### src/sv/rslm_pkg.sv
`default_nettype none
// ============================================================================
// rslm_pkg
// Shared types and fixed constants of the linear resampler with soft limiter.
// ============================================================================
package rslm_pkg;

    // Sample and frame formats
    localparam int SAMPLE_W = 16;
    typedef logic signed [SAMPLE_W-1:0] sample_t;

    typedef struct packed {
        sample_t left;
        sample_t right;
    } frame_t;

    // Configuration port
    localparam int STEP_W     = 19;
    localparam int GAIN_W     = 15;
    localparam int CFG_IDX_W  = 1;
    localparam int CFG_DATA_W = 19;

    localparam logic [CFG_IDX_W-1:0] REG_STEP_RATIO = 1'd0;
    localparam logic [CFG_IDX_W-1:0] REG_GAIN       = 1'd1;

    localparam logic [STEP_W-1:0] STEP_RESET = 19'd60211;
    localparam logic [GAIN_W-1:0] GAIN_RESET = 15'd16384;
    localparam logic [GAIN_W-1:0] GAIN_MAX   = 15'd24576;

    // Gain is Q1.14
    localparam int GAIN_FRAC_W = 14;

    // Results per source frame
    localparam int MAX_RESULTS = 8;
    localparam int RES_CNT_W   = $clog2(MAX_RESULTS);

    // Job queue between front and back
    localparam int QUEUE_DEPTH = 4;

    // Soft-knee limiter
    localparam int FULL_LEVEL_INT = 32767;
    localparam int KNEE_LEVEL_INT = 24000;
    localparam int MAG_W          = 16;
    localparam int OVER_W         = 15;
    localparam int HEAD_W         = 14;

    localparam logic [MAG_W-1:0]  KNEE_LEVEL = MAG_W'(KNEE_LEVEL_INT);
    localparam logic [HEAD_W-1:0] HEAD_ROOM  = HEAD_W'(FULL_LEVEL_INT - KNEE_LEVEL_INT);

    // Knee divider: quotient below HEAD_ROOM, numerator HEAD_ROOM * over
    localparam int DIV_N_W           = 28;
    localparam int DIV_D_W           = 16;
    localparam int DIV_Q_W           = 14;
    localparam int DIV_BITS_PER_STEP = 2;
    localparam int DIV_STEPS         = DIV_Q_W / DIV_BITS_PER_STEP;
    localparam int DIV_CNT_W         = $clog2(DIV_STEPS);

endpackage
`default_nettype wire

### src/sv/rslm_queue.sv
`default_nettype none
// ============================================================================
// rslm_queue
// Short register FIFO carrying interpolation jobs from front to back.
// ============================================================================
module rslm_queue #(
    parameter int WIDTH = 49
) (
    input  wire logic             clk,
    input  wire logic             rst_n,
    input  wire logic             push,
    input  wire logic [WIDTH-1:0] push_data,
    output logic                  full,
    input  wire logic             pop,
    output logic      [WIDTH-1:0] pop_data,
    output logic                  empty
);
    import rslm_pkg::*;

    // Depth is a power of two so the pointers wrap on their own
    localparam int PTR_W = $clog2(QUEUE_DEPTH);

    logic [WIDTH-1:0] slot_reg [QUEUE_DEPTH];
    logic [PTR_W-1:0] wr_ptr_reg, wr_ptr_next;
    logic [PTR_W-1:0] rd_ptr_reg, rd_ptr_next;
    logic [PTR_W:0]   fill_reg, fill_next;

    assign full     = (fill_reg == (PTR_W+1)'(QUEUE_DEPTH));
    assign empty    = (fill_reg == '0);
    assign pop_data = slot_reg[rd_ptr_reg];

    always_comb
    begin
        wr_ptr_next = push ? wr_ptr_reg + PTR_W'(1) : wr_ptr_reg;
        rd_ptr_next = pop  ? rd_ptr_reg + PTR_W'(1) : rd_ptr_reg;
        fill_next   = fill_reg;
        if (push && !pop)
        begin
            fill_next = fill_reg + (PTR_W+1)'(1);
        end
        else if (pop && !push)
        begin
            fill_next = fill_reg - (PTR_W+1)'(1);
        end
    end

    always_ff @(posedge clk or negedge rst_n)
    begin
        if (!rst_n)
        begin
            wr_ptr_reg <= '0;
            rd_ptr_reg <= '0;
            fill_reg   <= '0;
        end
        else
        begin
            wr_ptr_reg <= wr_ptr_next;
            rd_ptr_reg <= rd_ptr_next;
            fill_reg   <= fill_next;
        end
    end

    always_ff @(posedge clk)
    begin
        if (push)
        begin
            slot_reg[wr_ptr_reg] <= push_data;
        end
    end

endmodule
`default_nettype wire

### src/sv/rslm_front.sv
`default_nettype none
// ============================================================================
// rslm_front
// Accept source frames, track the read position and issue one job per
// output frame into the job queue.
// ============================================================================
module rslm_front #(
    parameter int FRAC_W = 16
) (
    input  wire logic                          clk,
    input  wire logic                          rst_n,
    input  wire logic                          in_valid,
    output logic                               in_stall,
    input  wire rslm_pkg::sample_t             left_in,
    input  wire rslm_pkg::sample_t             right_in,
    input  wire logic                          restart,
    input  wire logic [rslm_pkg::STEP_W-1:0]   step,
    input  wire logic                          q_full,
    output logic                               push,
    output rslm_pkg::frame_t                   job_held,
    output rslm_pkg::frame_t                   job_new,
    output logic      [FRAC_W-1:0]             job_pos,
    output logic                               job_last
);
    import rslm_pkg::*;

    localparam int POS_W = ((FRAC_W > STEP_W) ? FRAC_W : STEP_W) + 1;
    localparam logic [POS_W-1:0]     ONE_POS  = POS_W'(1) << FRAC_W;
    localparam logic [POS_W-1:0]     MIN_STEP = ONE_POS >> 3;
    localparam logic [RES_CNT_W-1:0] CNT_LAST = RES_CNT_W'(MAX_RESULTS - 1);

    typedef enum logic {
        F_IDLE,
        F_EMIT
    } fstate_t;

    fstate_t              st_reg, st_next;
    frame_t               held_reg, held_next;
    logic                 held_valid_reg, held_valid_next;
    frame_t               new_reg, new_next;
    logic [POS_W-1:0]     pos_reg, pos_next;
    logic [RES_CNT_W-1:0] cnt_reg, cnt_next;

    logic             in_accept;
    frame_t           frame_in;
    logic [POS_W-1:0] step_eff;
    logic [POS_W-1:0] pos_start;
    logic             held_start;
    logic [POS_W-1:0] pos_sum;
    logic             is_last;

    assign in_stall  = (st_reg != F_IDLE);
    assign in_accept = in_valid && !in_stall;
    assign frame_in  = '{left: left_in, right: right_in};

    // Raise a tiny step so one frame never yields more than eight outputs
    assign step_eff   = (POS_W'(step) < MIN_STEP) ? MIN_STEP : POS_W'(step);
    assign pos_start  = restart ? '0 : pos_reg;
    assign held_start = !restart && held_valid_reg;
    assign pos_sum    = pos_reg + step_eff;
    assign is_last    = (pos_sum >= ONE_POS) || (cnt_reg == CNT_LAST);

    assign push     = (st_reg == F_EMIT) && !q_full;
    assign job_held = held_reg;
    assign job_new  = new_reg;
    assign job_pos  = pos_reg[FRAC_W-1:0];
    assign job_last = is_last;

    always_comb
    begin
        st_next         = st_reg;
        held_next       = held_reg;
        held_valid_next = held_valid_reg;
        new_next        = new_reg;
        pos_next        = pos_reg;
        cnt_next        = cnt_reg;
        case (st_reg)
            F_IDLE:
            begin
                if (in_accept)
                begin
                    if (!held_start)
                    begin
                        // first frame after reset or restart: store only
                        held_next       = frame_in;
                        held_valid_next = 1'b1;
                        pos_next        = pos_start;
                    end
                    else if (pos_start >= ONE_POS)
                    begin
                        // step above one frame: skip this frame
                        pos_next  = pos_start - ONE_POS;
                        held_next = frame_in;
                    end
                    else
                    begin
                        new_next = frame_in;
                        pos_next = pos_start;
                        cnt_next = '0;
                        st_next  = F_EMIT;
                    end
                end
            end
            F_EMIT:
            begin
                if (push)
                begin
                    if (is_last)
                    begin
                        pos_next  = pos_sum - ONE_POS;
                        held_next = new_reg;
                        st_next   = F_IDLE;
                    end
                    else
                    begin
                        pos_next = pos_sum;
                        cnt_next = cnt_reg + RES_CNT_W'(1);
                    end
                end
            end
            default:
            begin
                st_next = F_IDLE;
            end
        endcase
    end

    always_ff @(posedge clk or negedge rst_n)
    begin
        if (!rst_n)
        begin
            st_reg         <= F_IDLE;
            held_reg       <= '0;
            held_valid_reg <= 1'b0;
            new_reg        <= '0;
            pos_reg        <= '0;
            cnt_reg        <= '0;
        end
        else
        begin
            st_reg         <= st_next;
            held_reg       <= held_next;
            held_valid_reg <= held_valid_next;
            new_reg        <= new_next;
            pos_reg        <= pos_next;
            cnt_reg        <= cnt_next;
        end
    end

endmodule
`default_nettype wire

### src/sv/rslm_div.sv
`default_nettype none
// ============================================================================
// rslm_div
// Restoring divider for the limiter knee, two quotient bits per cycle.
// ============================================================================
module rslm_div (
    input  wire logic                           clk,
    input  wire logic                           rst_n,
    input  wire logic                           start,
    input  wire logic [rslm_pkg::DIV_N_W-1:0]   num,
    input  wire logic [rslm_pkg::DIV_D_W-1:0]   den,
    output logic                                done,
    output logic      [rslm_pkg::DIV_Q_W-1:0]   quo
);
    import rslm_pkg::*;

    logic                 busy_reg, busy_next;
    logic                 done_reg, done_next;
    logic [DIV_CNT_W-1:0] cnt_reg, cnt_next;
    logic [DIV_D_W-1:0]   rem_reg, rem_next;
    logic [DIV_Q_W-1:0]   lo_reg, lo_next;
    logic [DIV_Q_W-1:0]   q_reg, q_next;
    logic [DIV_D_W-1:0]   den_reg, den_next;

    assign done = done_reg;
    assign quo  = q_reg;

    always_comb
    begin
        logic [DIV_D_W:0]   trial;
        logic [DIV_D_W-1:0] rem_c;
        logic [DIV_Q_W-1:0] lo_c;
        logic [DIV_Q_W-1:0] q_c;
        logic               qbit;

        rem_c = rem_reg;
        lo_c  = lo_reg;
        q_c   = q_reg;
        for (int k = 0; k < DIV_BITS_PER_STEP; k++)
        begin
            trial = {rem_c, lo_c[DIV_Q_W-1]};
            qbit  = (trial >= {1'b0, den_reg});
            if (qbit)
            begin
                rem_c = DIV_D_W'(trial - {1'b0, den_reg});
            end
            else
            begin
                rem_c = trial[DIV_D_W-1:0];
            end
            lo_c = {lo_c[DIV_Q_W-2:0], 1'b0};
            q_c  = {q_c[DIV_Q_W-2:0], qbit};
        end

        busy_next = busy_reg;
        done_next = 1'b0;
        cnt_next  = cnt_reg;
        rem_next  = rem_reg;
        lo_next   = lo_reg;
        q_next    = q_reg;
        den_next  = den_reg;
        if (start)
        begin
            // quotient fits DIV_Q_W bits, so the top bits start below den
            rem_next  = DIV_D_W'(num[DIV_N_W-1:DIV_Q_W]);
            lo_next   = num[DIV_Q_W-1:0];
            q_next    = '0;
            den_next  = den;
            cnt_next  = DIV_CNT_W'(DIV_STEPS - 1);
            busy_next = 1'b1;
        end
        else if (busy_reg)
        begin
            rem_next = rem_c;
            lo_next  = lo_c;
            q_next   = q_c;
            if (cnt_reg == '0)
            begin
                busy_next = 1'b0;
                done_next = 1'b1;
            end
            else
            begin
                cnt_next = cnt_reg - DIV_CNT_W'(1);
            end
        end
    end

    always_ff @(posedge clk or negedge rst_n)
    begin
        if (!rst_n)
        begin
            busy_reg <= 1'b0;
            done_reg <= 1'b0;
            cnt_reg  <= '0;
        end
        else
        begin
            busy_reg <= busy_next;
            done_reg <= done_next;
            cnt_reg  <= cnt_next;
        end
    end

    always_ff @(posedge clk)
    begin
        rem_reg <= rem_next;
        lo_reg  <= lo_next;
        q_reg   <= q_next;
        den_reg <= den_next;
    end

endmodule
`default_nettype wire

### src/sv/rslm_back.sv
`default_nettype none
// ============================================================================
// rslm_back
// Carry out one job at a time: interpolate, apply gain, soft-limit both
// channels and hand the frame to the output register.
// ============================================================================
module rslm_back #(
    parameter int FRAC_W = 16
) (
    input  wire logic                          clk,
    input  wire logic                          rst_n,
    input  wire logic                          q_empty,
    output logic                               pop,
    input  wire rslm_pkg::frame_t              job_held,
    input  wire rslm_pkg::frame_t              job_new,
    input  wire logic [FRAC_W-1:0]             job_pos,
    input  wire logic                          job_last,
    input  wire logic [rslm_pkg::GAIN_W-1:0]   gain,
    output logic                               out_valid,
    input  wire logic                          out_stall,
    output rslm_pkg::sample_t                  left_out,
    output rslm_pkg::sample_t                  right_out,
    output logic                               last
);
    import rslm_pkg::*;

    localparam int PROD_W = FRAC_W + SAMPLE_W + 2;
    localparam int SC_W   = 2 * SAMPLE_W - GAIN_FRAC_W;

    typedef enum logic [2:0] {
        B_IDLE,
        B_MUL,
        B_INTERP,
        B_GAIN,
        B_LIM,
        B_KNEE,
        B_DIV,
        B_OUT
    } bstate_t;

    bstate_t                    st_reg, st_next;
    logic                       ch_reg, ch_next;
    logic                       out_valid_reg, out_valid_next;
    frame_t                     held_reg, held_next;
    frame_t                     new_reg, new_next;
    logic [FRAC_W-1:0]          pos_reg, pos_next;
    logic                       last_reg, last_next;
    logic signed [PROD_W-1:0]   prod_reg, prod_next;
    sample_t                    v_reg, v_next;
    logic signed [2*SAMPLE_W-1:0] gp_reg, gp_next;
    logic [MAG_W-1:0]           mag_reg, mag_next;
    logic                       neg_reg, neg_next;
    logic [OVER_W-1:0]          over_reg, over_next;
    sample_t                    res_l_reg, res_l_next;
    sample_t                    res_r_reg, res_r_next;
    sample_t                    left_out_reg, left_out_next;
    sample_t                    right_out_reg, right_out_next;
    logic                       last_out_reg, last_out_next;

    sample_t                    a_c, b_c;
    logic signed [SAMPLE_W:0]   diff_c;
    logic signed [PROD_W-1:0]   prod_c;
    logic [PROD_W-1:0]          num_c;
    logic [PROD_W-FRAC_W-1:0]   interp_c;
    logic signed [2*SAMPLE_W-1:0] gp_c;
    logic [SC_W-1:0]            sc_c;
    logic [SC_W-1:0]            mag_full_c;
    logic [MAG_W-1:0]           mag_c;
    logic [MAG_W-1:0]           comp_c;
    sample_t                    res_c;
    logic                       res_done;
    logic                       out_load;

    logic                       div_start;
    logic [DIV_N_W-1:0]         div_num;
    logic [DIV_D_W-1:0]         div_den;
    logic                       div_done;
    logic [DIV_Q_W-1:0]         div_quo;

    rslm_div u_div (
        .clk   (clk),
        .rst_n (rst_n),
        .start (div_start),
        .num   (div_num),
        .den   (div_den),
        .done  (div_done),
        .quo   (div_quo)
    );

    assign pop       = (st_reg == B_IDLE) && !q_empty;
    assign out_valid = out_valid_reg;
    assign left_out  = left_out_reg;
    assign right_out = right_out_reg;
    assign last      = last_out_reg;

    // Channel operands
    assign a_c    = ch_reg ? held_reg.right : held_reg.left;
    assign b_c    = ch_reg ? new_reg.right  : new_reg.left;
    assign diff_c = {b_c[SAMPLE_W-1], b_c} - {a_c[SAMPLE_W-1], a_c};
    assign prod_c = diff_c * $signed({1'b0, pos_reg});

    // a * 2^F + (b - a) * pos, shifted down with truncation toward zero
    assign num_c    = {{2{a_c[SAMPLE_W-1]}}, a_c, {FRAC_W{1'b0}}} + prod_reg;
    assign interp_c = num_c[PROD_W-1:FRAC_W]
                    + (PROD_W-FRAC_W)'(num_c[PROD_W-1] && (num_c[FRAC_W-1:0] != '0));

    assign gp_c = v_reg * $signed({1'b0, gain});

    // Gain product back to Q0, truncated toward zero
    assign sc_c = gp_reg[2*SAMPLE_W-1:GAIN_FRAC_W]
                + SC_W'(gp_reg[2*SAMPLE_W-1] && (gp_reg[GAIN_FRAC_W-1:0] != '0));
    assign mag_full_c = sc_c[SC_W-1] ? (~sc_c + SC_W'(1)) : sc_c;
    assign mag_c      = mag_full_c[MAG_W-1:0];

    assign div_num = DIV_N_W'(HEAD_ROOM) * DIV_N_W'(over_reg);
    assign div_den = DIV_D_W'(over_reg) + DIV_D_W'(HEAD_ROOM);
    assign comp_c  = KNEE_LEVEL + MAG_W'(div_quo);

    assign out_load = (st_reg == B_OUT) && (!out_valid_reg || !out_stall);

    always_comb
    begin
        st_next        = st_reg;
        ch_next        = ch_reg;
        held_next      = held_reg;
        new_next       = new_reg;
        pos_next       = pos_reg;
        last_next      = last_reg;
        prod_next      = prod_reg;
        v_next         = v_reg;
        gp_next        = gp_reg;
        mag_next       = mag_reg;
        neg_next       = neg_reg;
        over_next      = over_reg;
        res_l_next     = res_l_reg;
        res_r_next     = res_r_reg;
        left_out_next  = left_out_reg;
        right_out_next = right_out_reg;
        last_out_next  = last_out_reg;
        res_c          = '0;
        res_done       = 1'b0;
        div_start      = 1'b0;

        case (st_reg)
            B_IDLE:
            begin
                if (pop)
                begin
                    held_next = job_held;
                    new_next  = job_new;
                    pos_next  = job_pos;
                    last_next = job_last;
                    ch_next   = 1'b0;
                    st_next   = B_MUL;
                end
            end
            B_MUL:
            begin
                prod_next = prod_c;
                st_next   = B_INTERP;
            end
            B_INTERP:
            begin
                v_next  = interp_c[SAMPLE_W-1:0];
                st_next = B_GAIN;
            end
            B_GAIN:
            begin
                gp_next = gp_c;
                st_next = B_LIM;
            end
            B_LIM:
            begin
                mag_next  = mag_c;
                neg_next  = sc_c[SC_W-1];
                over_next = OVER_W'(mag_c - KNEE_LEVEL);
                st_next   = B_KNEE;
            end
            B_KNEE:
            begin
                if (mag_reg <= KNEE_LEVEL)
                begin
                    res_c    = neg_reg ? sample_t'(~mag_reg + MAG_W'(1)) : sample_t'(mag_reg);
                    res_done = 1'b1;
                end
                else
                begin
                    div_start = 1'b1;
                    st_next   = B_DIV;
                end
            end
            B_DIV:
            begin
                if (div_done)
                begin
                    res_c    = neg_reg ? sample_t'(~comp_c + MAG_W'(1)) : sample_t'(comp_c);
                    res_done = 1'b1;
                end
            end
            B_OUT:
            begin
                if (out_load)
                begin
                    left_out_next  = res_l_reg;
                    right_out_next = res_r_reg;
                    last_out_next  = last_reg;
                    st_next        = B_IDLE;
                end
            end
            default:
            begin
                st_next = B_IDLE;
            end
        endcase

        // Store a finished channel and move to the next one
        if (res_done)
        begin
            if (!ch_reg)
            begin
                res_l_next = res_c;
                ch_next    = 1'b1;
                st_next    = B_MUL;
            end
            else
            begin
                res_r_next = res_c;
                st_next    = B_OUT;
            end
        end

        out_valid_next = out_load || (out_valid_reg && out_stall);
    end

    always_ff @(posedge clk or negedge rst_n)
    begin
        if (!rst_n)
        begin
            st_reg        <= B_IDLE;
            ch_reg        <= 1'b0;
            out_valid_reg <= 1'b0;
        end
        else
        begin
            st_reg        <= st_next;
            ch_reg        <= ch_next;
            out_valid_reg <= out_valid_next;
        end
    end

    always_ff @(posedge clk)
    begin
        held_reg      <= held_next;
        new_reg       <= new_next;
        pos_reg       <= pos_next;
        last_reg      <= last_next;
        prod_reg      <= prod_next;
        v_reg         <= v_next;
        gp_reg        <= gp_next;
        mag_reg       <= mag_next;
        neg_reg       <= neg_next;
        over_reg      <= over_next;
        res_l_reg     <= res_l_next;
        res_r_reg     <= res_r_next;
        left_out_reg  <= left_out_next;
        right_out_reg <= right_out_next;
        last_out_reg  <= last_out_next;
    end

endmodule
`default_nettype wire

### src/sv/linear_resampler_soft_limiter_core.sv
`default_nettype none
// ============================================================================
// linear_resampler_soft_limiter_core
// Stereo linear-interpolation rate converter with gain and soft-knee limiter.
// ============================================================================
// Usage:
//   Source frames enter on in_valid/in_stall (left_in, right_in, restart).
//   Each frame yields zero to eight output frames on out_valid/out_stall;
//   last marks the final output frame of a source frame. The first frame
//   after reset or restart only primes the held frame and yields nothing.
//   step_ratio (index 0) and gain (index 1) are written on cfg_valid/
//   cfg_ready; cfg_ready is always high. Write them only while idle.
// Timing:
//   The front takes a frame and queues one job per output frame, one job a
//   cycle while the queue has room, and stalls its input until its jobs are
//   queued. The back works one job at a time: pop, then per channel the
//   multiply, interpolate, gain, limit and knee states, plus the shared knee
//   divider when the level is above the knee, then the output register.
// Reset and stall:
//   Reset clears the held frame, read position, queue and output valid and
//   loads the default step (44.1 to 48 kHz) and unity gain. A stalled output
//   holds its frame; the back finishes the next frame meanwhile, then waits,
//   and the queue fills until the front stalls its input.
// ============================================================================
module linear_resampler_soft_limiter_core #(
    parameter int POSITION_FRACTION_BITS = 16
) (
    input  wire logic                              clk,
    input  wire logic                              rst_n,
    // source frames
    input  wire logic                              in_valid,
    output logic                                   in_stall,
    input  wire rslm_pkg::sample_t                 left_in,
    input  wire rslm_pkg::sample_t                 right_in,
    input  wire logic                              restart,
    // output frames
    output logic                                   out_valid,
    input  wire logic                              out_stall,
    output rslm_pkg::sample_t                      left_out,
    output rslm_pkg::sample_t                      right_out,
    output logic                                   last,
    // register writes
    input  wire logic                              cfg_valid,
    output logic                                   cfg_ready,
    input  wire logic [rslm_pkg::CFG_IDX_W-1:0]    cfg_index,
    input  wire logic [rslm_pkg::CFG_DATA_W-1:0]   cfg_data
);
    import rslm_pkg::*;

    localparam int FRAC_W = POSITION_FRACTION_BITS;
    // job: held frame, new frame, position fraction, last flag
    localparam int JOB_W  = 2 * $bits(frame_t) + FRAC_W + 1;

    logic [STEP_W-1:0] step_reg;
    logic [GAIN_W-1:0] gain_reg;
    logic [GAIN_W-1:0] gain_eff;

    logic              push;
    logic              q_full;
    logic              q_empty;
    logic              pop;
    frame_t            f_held, f_new;
    logic [FRAC_W-1:0] f_pos;
    logic              f_last;
    logic [JOB_W-1:0]  push_data;
    logic [JOB_W-1:0]  pop_data;
    frame_t            b_held, b_new;
    logic [FRAC_W-1:0] b_pos;
    logic              b_last;

    // Registers accept a write in any cycle
    assign cfg_ready = 1'b1;

    always_ff @(posedge clk or negedge rst_n)
    begin
        if (!rst_n)
        begin
            step_reg <= STEP_RESET;
            gain_reg <= GAIN_RESET;
        end
        else if (cfg_valid && cfg_ready)
        begin
            case (cfg_index)
                REG_STEP_RATIO:
                begin
                    step_reg <= cfg_data[STEP_W-1:0];
                end
                REG_GAIN:
                begin
                    gain_reg <= cfg_data[GAIN_W-1:0];
                end
                default:
                begin
                    step_reg <= step_reg;
                end
            endcase
        end
    end

    // Saturate the gain at 1.5
    assign gain_eff = (gain_reg > GAIN_MAX) ? GAIN_MAX : gain_reg;

    // Front: frame intake, position tracking, job issue
    rslm_front #(
        .FRAC_W (FRAC_W)
    ) u_front (
        .clk      (clk),
        .rst_n    (rst_n),
        .in_valid (in_valid),
        .in_stall (in_stall),
        .left_in  (left_in),
        .right_in (right_in),
        .restart  (restart),
        .step     (step_reg),
        .q_full   (q_full),
        .push     (push),
        .job_held (f_held),
        .job_new  (f_new),
        .job_pos  (f_pos),
        .job_last (f_last)
    );

    assign push_data = {f_held, f_new, f_pos, f_last};

    // Job queue decouples front and back
    rslm_queue #(
        .WIDTH (JOB_W)
    ) u_queue (
        .clk       (clk),
        .rst_n     (rst_n),
        .push      (push),
        .push_data (push_data),
        .full      (q_full),
        .pop       (pop),
        .pop_data  (pop_data),
        .empty     (q_empty)
    );

    assign {b_held, b_new, b_pos, b_last} = pop_data;

    // Back: arithmetic, limiter and output register
    rslm_back #(
        .FRAC_W (FRAC_W)
    ) u_back (
        .clk       (clk),
        .rst_n     (rst_n),
        .q_empty   (q_empty),
        .pop       (pop),
        .job_held  (b_held),
        .job_new   (b_new),
        .job_pos   (b_pos),
        .job_last  (b_last),
        .gain      (gain_eff),
        .out_valid (out_valid),
        .out_stall (out_stall),
        .left_out  (left_out),
        .right_out (right_out),
        .last      (last)
    );

endmodule
`default_nettype wire
### config.mk
export PLATFORM = sky130hd
export DESIGN_NAME = linear_resampler_soft_limiter_core
export DESIGN_NICKNAME = d
export VERILOG_FILES = /design/src/sv/rslm_pkg.sv /design/src/sv/rslm_queue.sv /design/src/sv/rslm_front.sv /design/src/sv/rslm_div.sv /design/src/sv/rslm_back.sv /design/src/sv/linear_resampler_soft_limiter_core.sv
export SDC_FILE = /design/constraint.sdc
export NUM_CORES = 2
export LEC_CHECK = 0
export BUFFER_PORTS_ARGS = -buffer_cell sky130_fd_sc_hd__buf_2
export CAP_MARGIN = 20
export CORE_UTILIZATION = 65
export DETAILED_ROUTE_END_ITERATION = 12
export PLACE_DENSITY = 0.93
export SYNTH_ARGS = -nofsm -noshare
export SYNTH_HDL_FRONTEND = slang
export SYNTH_HIERARCHICAL = 1
export SYNTH_SLANG_ARGS = --single-unit
### constraint.sdc
create_clock -name clk -period 11.3 [get_ports clk]
set_clock_uncertainty 0.05 [all_clocks]
set_input_delay 0 -clock clk [delete_from_list [all_inputs] [get_ports clk]]
set_output_delay 0 -clock clk [all_outputs]
set_load 0.05 [all_outputs]
Yosys cells after proc, flatten, opt, wreduce, memory -nomap -nowiden:

Memories as Yosys holds them, arrays and structs flattened. A register that Yosys moved wholly into a read port is not among the register bits.
Cells that the tools add are included.

* register bits: 379
* RAM bits: 324
* input bits: 58
* output and inout port bits: 36
* logic and storage cells: 206
* memories: 1

* add/subtract/negate cells: 21
* multiply operators: 3
* magnitude comparators: 7
* equality and inequality tests: 20
* multiplexer cells: 69
* bitwise gates (word level): 8
* reduce and logical (&&, ||, !) cells: 42

Memory list
* u_queue.slot_reg: words 4, bits a word 81, rd ports 1, clocked after memory_dff 1, wr ports 1, line rslm_queue.sv:23 `logic [WIDTH-1:0] slot_reg [QUEUE_DEPTH];`

Operator list (number)
* $mux 32: 5
* $mux 16: 9
* $mux 20: 6
* $pmux 32 s2: 1
* $mux 14: 4
* $add 16x1->16 const B: 3
* $not 16->16: 3
* $mux 3: 15
* $ge 20x17->1 const B: 2
* $pmux 20 s2: 1
* $sub 20x17->20 const B: 2
* $add 34x34->34: 1
* $ge 17x16->1: 2
* $mul 17x17->34: 1
* $mul 16x16->32: 1
* $pmux 16 s2: 1
* $sub 16x16->16: 2
* $mul 14x15->28 const A: 1
* $mux 1: 21
* $pmux 3 s7: 1
* $add 20x20->20: 1
* $lt 19x14->1 const B: 1
* $mux 19: 1
* $add 18x1->18: 1
* other kinds (34): 84

Logic depth before layout (Yosys ltp):

* depth after elaboration: 8
* depth in mapped cells: 37
* depth with buffers taken out: 34

By module:

Netlist, hierarchy kept.

By module, submodules not included
* rslm_back: instances 1, cells each 3599, area an instance 36428.7 um^2, sequential area each 7752.4 um^2
* rslm_queue: instances 1, cells each 457, area an instance 12086.6 um^2, sequential area each 9904.5 um^2
* rslm_front: instances 1, cells each 537, area an instance 5751.8 um^2, sequential area each 2227.1 um^2
* rslm_div: instances 1, cells each 436, area an instance 4421.7 um^2, sequential area each 1766.7 um^2
* linear_resampler_soft_limiter_core: instances 1, cells each 92, area an instance 1441.4 um^2, sequential area each 864.6 um^2

Worst setup path after synthesis:

OpenSTA, ideal clock, no wires.

* path kind: flip-flop to flip-flop
* start point: reg u_back.st_reg[2]
* end point: reg u_queue.fill_reg[1]
* library setup time: 0.125 ns
* data arrival time: 10.195 ns
* required time: 11.125 ns
* setup slack: 0.930 ns
* stages on the path, launching flop included: 9
* path buffers: 2
* period minus slack after synthesis: 10.370 ns
* cells stage by stage: dfrtp_1 clkbuf_1 clkbuf_1 nor4_1 inv_1 ha_1 inv_1 fa_1 mux2_2

* word-level cells in the longest chain between the ends: 5
* elaborated cells between the ends (all ways): 7
* classes of those cells: mux (1); reduce/logical (6)

Ends and longest elaborated chain
* start, declared: line rslm_back.sv:41 `bstate_t st_reg, st_next;`
* start signal, assigned: line rslm_back.sv:245 `st_reg <= st_next;`
* $logic_not 3->1: line rslm_back.sv:90 `assign pop = (st_reg == B_IDLE) && !q_empty;`
* $logic_and 1x1->1: line rslm_back.sv:90
* named net pop: line linear_resampler_soft_limiter_core.sv:61 `logic pop;`
* $logic_not 1->1: line rslm_queue.sv:37 `if (push && !pop)`
* $logic_and 1x1->1: line rslm_queue.sv:37
* $mux 3: line rslm_queue.sv:37
* named net u_queue.fill_next[1]: line rslm_queue.sv:26 `logic [PTR_W:0] fill_reg, fill_next;`
* end signal, assigned: line rslm_queue.sv:59 `fill_reg <= fill_next;`
* end, declared: line rslm_queue.sv:26

The timed path passes the listed nets, and every way through them passes these cells.
A chain may end at the register's enable or synchronous reset.

Worst setup path in the final report:

* start point: reg u_back.ch_reg
* end point: reg u_back.prod_reg[31], data pin

* word-level cells in the longest chain between the ends: 3
* elaborated cells between the ends (all ways): 4
* classes of those cells: add/sub (1); mul (1); mux (2)

Ends and longest elaborated chain
* start, declared: line rslm_back.sv:42 `logic ch_reg, ch_next;`
* start signal, assigned: line rslm_back.sv:246 `ch_reg <= ch_next;`
* $mux 16 (on tied branches): line rslm_back.sv:98, rslm_back.sv:97
* $sub 16x16->17 *: line rslm_back.sv:99 `assign diff_c = {b_c[SAMPLE_W-1], b_c} - {a_c[SAMPLE_W-1], a_c};`
* $mul 17x17->34 *: line rslm_back.sv:100 `assign prod_c = diff_c * $signed({1'b0, pos_reg});`
* named net u_back.prod_c[31]: line rslm_back.sv:62 `logic signed [PROD_W-1:0] prod_c;`
* end signal, assigned: line rslm_back.sv:257 `prod_reg <= prod_next;`
* end, declared: line rslm_back.sv:48 `logic signed [PROD_W-1:0] prod_reg, prod_next;`

Mark *: on every way through the listed nets, which the timed path passes. The rest lies on a longest branch.

==> impl_summary.log <==
[metrics] layout filler cell count: 5586
[metrics] M3 GR Usage: between 9 and 10%
[metrics] maximum achievable frequency: 0.09242 GHz
[metrics] maximum level of the CTS H-tree: 3
[metrics] number of ports placed on the die boundary: 94
[metrics] top cells by area, synth: sky130_fd_sc_hd__edfxtp_1, sky130_fd_sc_hd__fa_1, sky130_fd_sc_hd__ha_1, sky130_fd_sc_hd__dfrtp_1, sky130_fd_sc_hd__inv_1
[metrics] cell accounting for the most synthesized area: sky130_fd_sc_hd__edfxtp_1
[metrics] synthesized flop and latch total: 778
[metrics] Std-Cell Core Area: around 92000 sq um
[metrics] cell area after synthesis: 60130 sq um
[metrics] worst path required time: about 12 ns
[metrics] clock sinks: 778
[metrics] die boundary width: about 300 um
[metrics] routing usage on met1: about two fifths
[metrics] max_cap viols: 0
[metrics] Crit Path Category: flop to flop
[metrics] Clock transition at path regs: 0.08 ns
[metrics] DIE AREA: 93730 sq um
[metrics] Crit-path slowest cell: sky130_fd_sc_hd__fa_2
[metrics] global-route total usage across every layer: 34.47%
[metrics] Seq/Total Area, Yosys: 37.44%
[metrics] synthesized net count: 6162
[metrics] number of remaining DRC errors: 0
[metrics] share of async-settable or async-resettable flops after synthesis: 17.99%
[metrics] count leader, synth: sky130_fd_sc_hd__inv_1
[metrics] post-DR wirelength/cell: 24.54 um
[metrics] Warnings, synthesis: 6
[metrics] Critical Path AT: ~11 ns
[metrics] number of hold-slack violations in the final timing report: 0
[metrics] Setup crit start kind: flop
[metrics] fraction of final layout cells sized beyond drive strength 1: 11.29%
[metrics] fin crit period: between 10 and 15 ns
[metrics] maximum buffer depth of the clock tree: 3
[metrics] violation count after the first detailed-routing iteration: 4949
[metrics] met2 track demand over resource in global routing: 55.73%
[metrics] top_reg_cell synth: sky130_fd_sc_hd__edfxtp_1
[metrics] max FFs per register: 324
[metrics] total vias in the final route: 41.92k
[metrics] result of the run: complete, no violations
[metrics] Max-slew headroom: about a fifth
[metrics] Inserted Clock Buffers: 77
[metrics] total wire length after detailed routing: 158800 um
[metrics] number of iterations in the first detailed-routing pass: 9
[metrics] endpoints failing setup: 0
[metrics] initial core utilization: 65.60%
[metrics] CTS tree: yes
[metrics] category of the worst setup path capture point: flop
[metrics] cell count after placement: 6251
[metrics] largest stage delay on the critical path: roughly 0.76 ns
[metrics] transition at the pin with the smallest max-transition slack: 1.185 ns
[metrics] Post-synth top cells: sky130_fd_sc_hd__inv_1, sky130_fd_sc_hd__edfxtp_1, sky130_fd_sc_hd__fa_1
[metrics] detailed placement HPWL: around 100000 um
[metrics] GR Overflow Total: 0
[metrics] antenna violations before repair: 8
[metrics] Gate Count Post-Synth: slightly above 5k
[metrics] fraction of synthesized cell area taken by the top area cell type: 31.06%
[metrics] Synth cell types: 106
[metrics] Final Wtd Congestion: 0.9147
[metrics] number of placement rows: 111
[metrics] CP Max Fanout: 14
[metrics] worst hold path class: input port to flop
[metrics] cell at the root of the clock tree: sky130_fd_sc_hd__clkbuf_16
[metrics] Vert. Die Dim: 306.2 um
[metrics] most used routing layer: met2
[metrics] max-slew violation total from the final report: 0
[metrics] final antenna-violating net count: 0
[metrics] detail-routed via count per cell: 6.477
[metrics] area growth from synthesis to layout: 7.984%
[metrics] vias in the first global route: approximately 44k
[metrics] worst skew pair latency: about 0.7 ns
[metrics] number of enable flip-flop cells after synthesis: 622
[metrics] Post-CTS Setup Bufs: 0
[metrics] count of buffers inserted at the top-level ports: 92
[metrics] post-route fraction of the period consumed by the critical path: ~96%
[metrics] largest net degree at the start of global routing: 73
[metrics] first-pass GRT wire length: between 200000 and 250000 um
[metrics] end-of-flow core utilization: 70.84%
[metrics] net total in the final layout: 6258
[metrics] Finished Layout Cells: 6472
[metrics] average instance area after synthesis: 11.74 sq um
[metrics] post-route setup TNS: 0 ns
worst max-delay path, delay by kind of cell (launching register included):
kind / cells / cell delay, ns
buffers and inverters: 2 / 0.12
AOI/OAI and AO/OA: 15 / 3.82
adders and majority gates: 9 / 4.67
DFF: 1 / 0.63
muxes: 1 / 0.44
and+or+nand+nor: 3 / 0.86
repair_timing:
item	CTS	global route
endpoints found under the setup margin	0	1
gates resized for setup	0	2
endpoints found under the hold margin	180	0
hold buffers	68	0
through the flow:
stage	hold slack, ns	worst slack, ns	area [sq um]
final	0.06430	0.4795	64930
after global placement	0.06916	1.414	61550
after floorplan	-0.3456	0.9300	60130
after global routing	0.06088	-0.03096	64920
after detailed placement	0.06819	0.9963	61550
after CTS	0.03345	0.7453	64830
cells by family after synthesis:
family | after synthesis | share of synthesized area, %
AOI/OAI and AO/OA | 590 | 6.534
DFF | 778 | 37.44
other | 1 | 0.006236
adders and majority gates | 984 | 27.86
and+or+nand+nor | 1201 | 10.12
muxes | 329 | 7.807
xor gates and xnor gates | 245 | 3.604
buffers and inverters | 993 | 6.619
per-layer routing:
metal | vias to the layer above | share of wire [%]
met5 | - | 0.026
met2 | 3022 | 47
met3 | 872 | 12
met1 | 20580 | 34
li1 | 17440 | -
met4 | 6 | 6.8
placed cells by master (no fill, tap or decap), types with 125 or more instances in the layout:
cell type	Yosys	final
sky130_fd_sc_hd__a21oi_1	161	160
sky130_fd_sc_hd__and2_1	252	248
sky130_fd_sc_hd__dfrtp_1	129	125
sky130_fd_sc_hd__edfxtp_1	622	622
sky130_fd_sc_hd__fa_1	592	591
sky130_fd_sc_hd__ha_1	391	391
sky130_fd_sc_hd__inv_1	790	790
sky130_fd_sc_hd__mux2_2	137	137
sky130_fd_sc_hd__nand2_1	394	394
sky130_fd_sc_hd__nor2_1	172	168
sky130_fd_sc_hd__xnor2_1	156	156
worst paths after layout:
check | from | endpoint | slack [ns] | depth (start not counted)
min in group asynchronous | rst_n | u_front/job_held[5]$_DFFE_PN0P_ | 0.43 | 4
max | u_back/ch_reg$_DFF_PN0_ | u_back/prod_reg[31]$_DFFE_PN_ | 0.48 | 30
max in group asynchronous | rst_n | u_front/in_stall$_DFF_PN0_ | 9.87 | 4
max reg2reg | u_back/ch_reg$_DFF_PN0_ | u_back/prod_reg[31]$_DFFE_PN_ | 0.48 | 30
min | left_in[3] | u_front/job_new[19]$_DFFE_PN0P_ | 0.06 | 3
min reg2reg | u_back/res_r_reg[8]$_DFFE_PP_ | u_back/right_out[8]$_DFFE_PP_ | 0.34 | 0
final cells by class:
| cell class | count | area, sq um | area share [%] |
|---|---|---|---|
| tap | 1186 | 1484 | 2.285 |
| timing repair buffer | 218 | 1648 | 2.538 |
| inverter | 792 | 2973 | 4.578 |
| sequential | 778 | 22530 | 34.69 |
| antenna | 6 | 15.01 | 0.02312 |
| clock inverter | 41 | 506.7 | 0.7804 |
| multi-input combinational | 3350 | 33700 | 51.90 |
| clock buffer | 101 | 2077 | 3.199 |
Power is left out: the tool's default activity adds up to more than one toggle a clock period on the data nets, which glitch-free logic cannot reach.
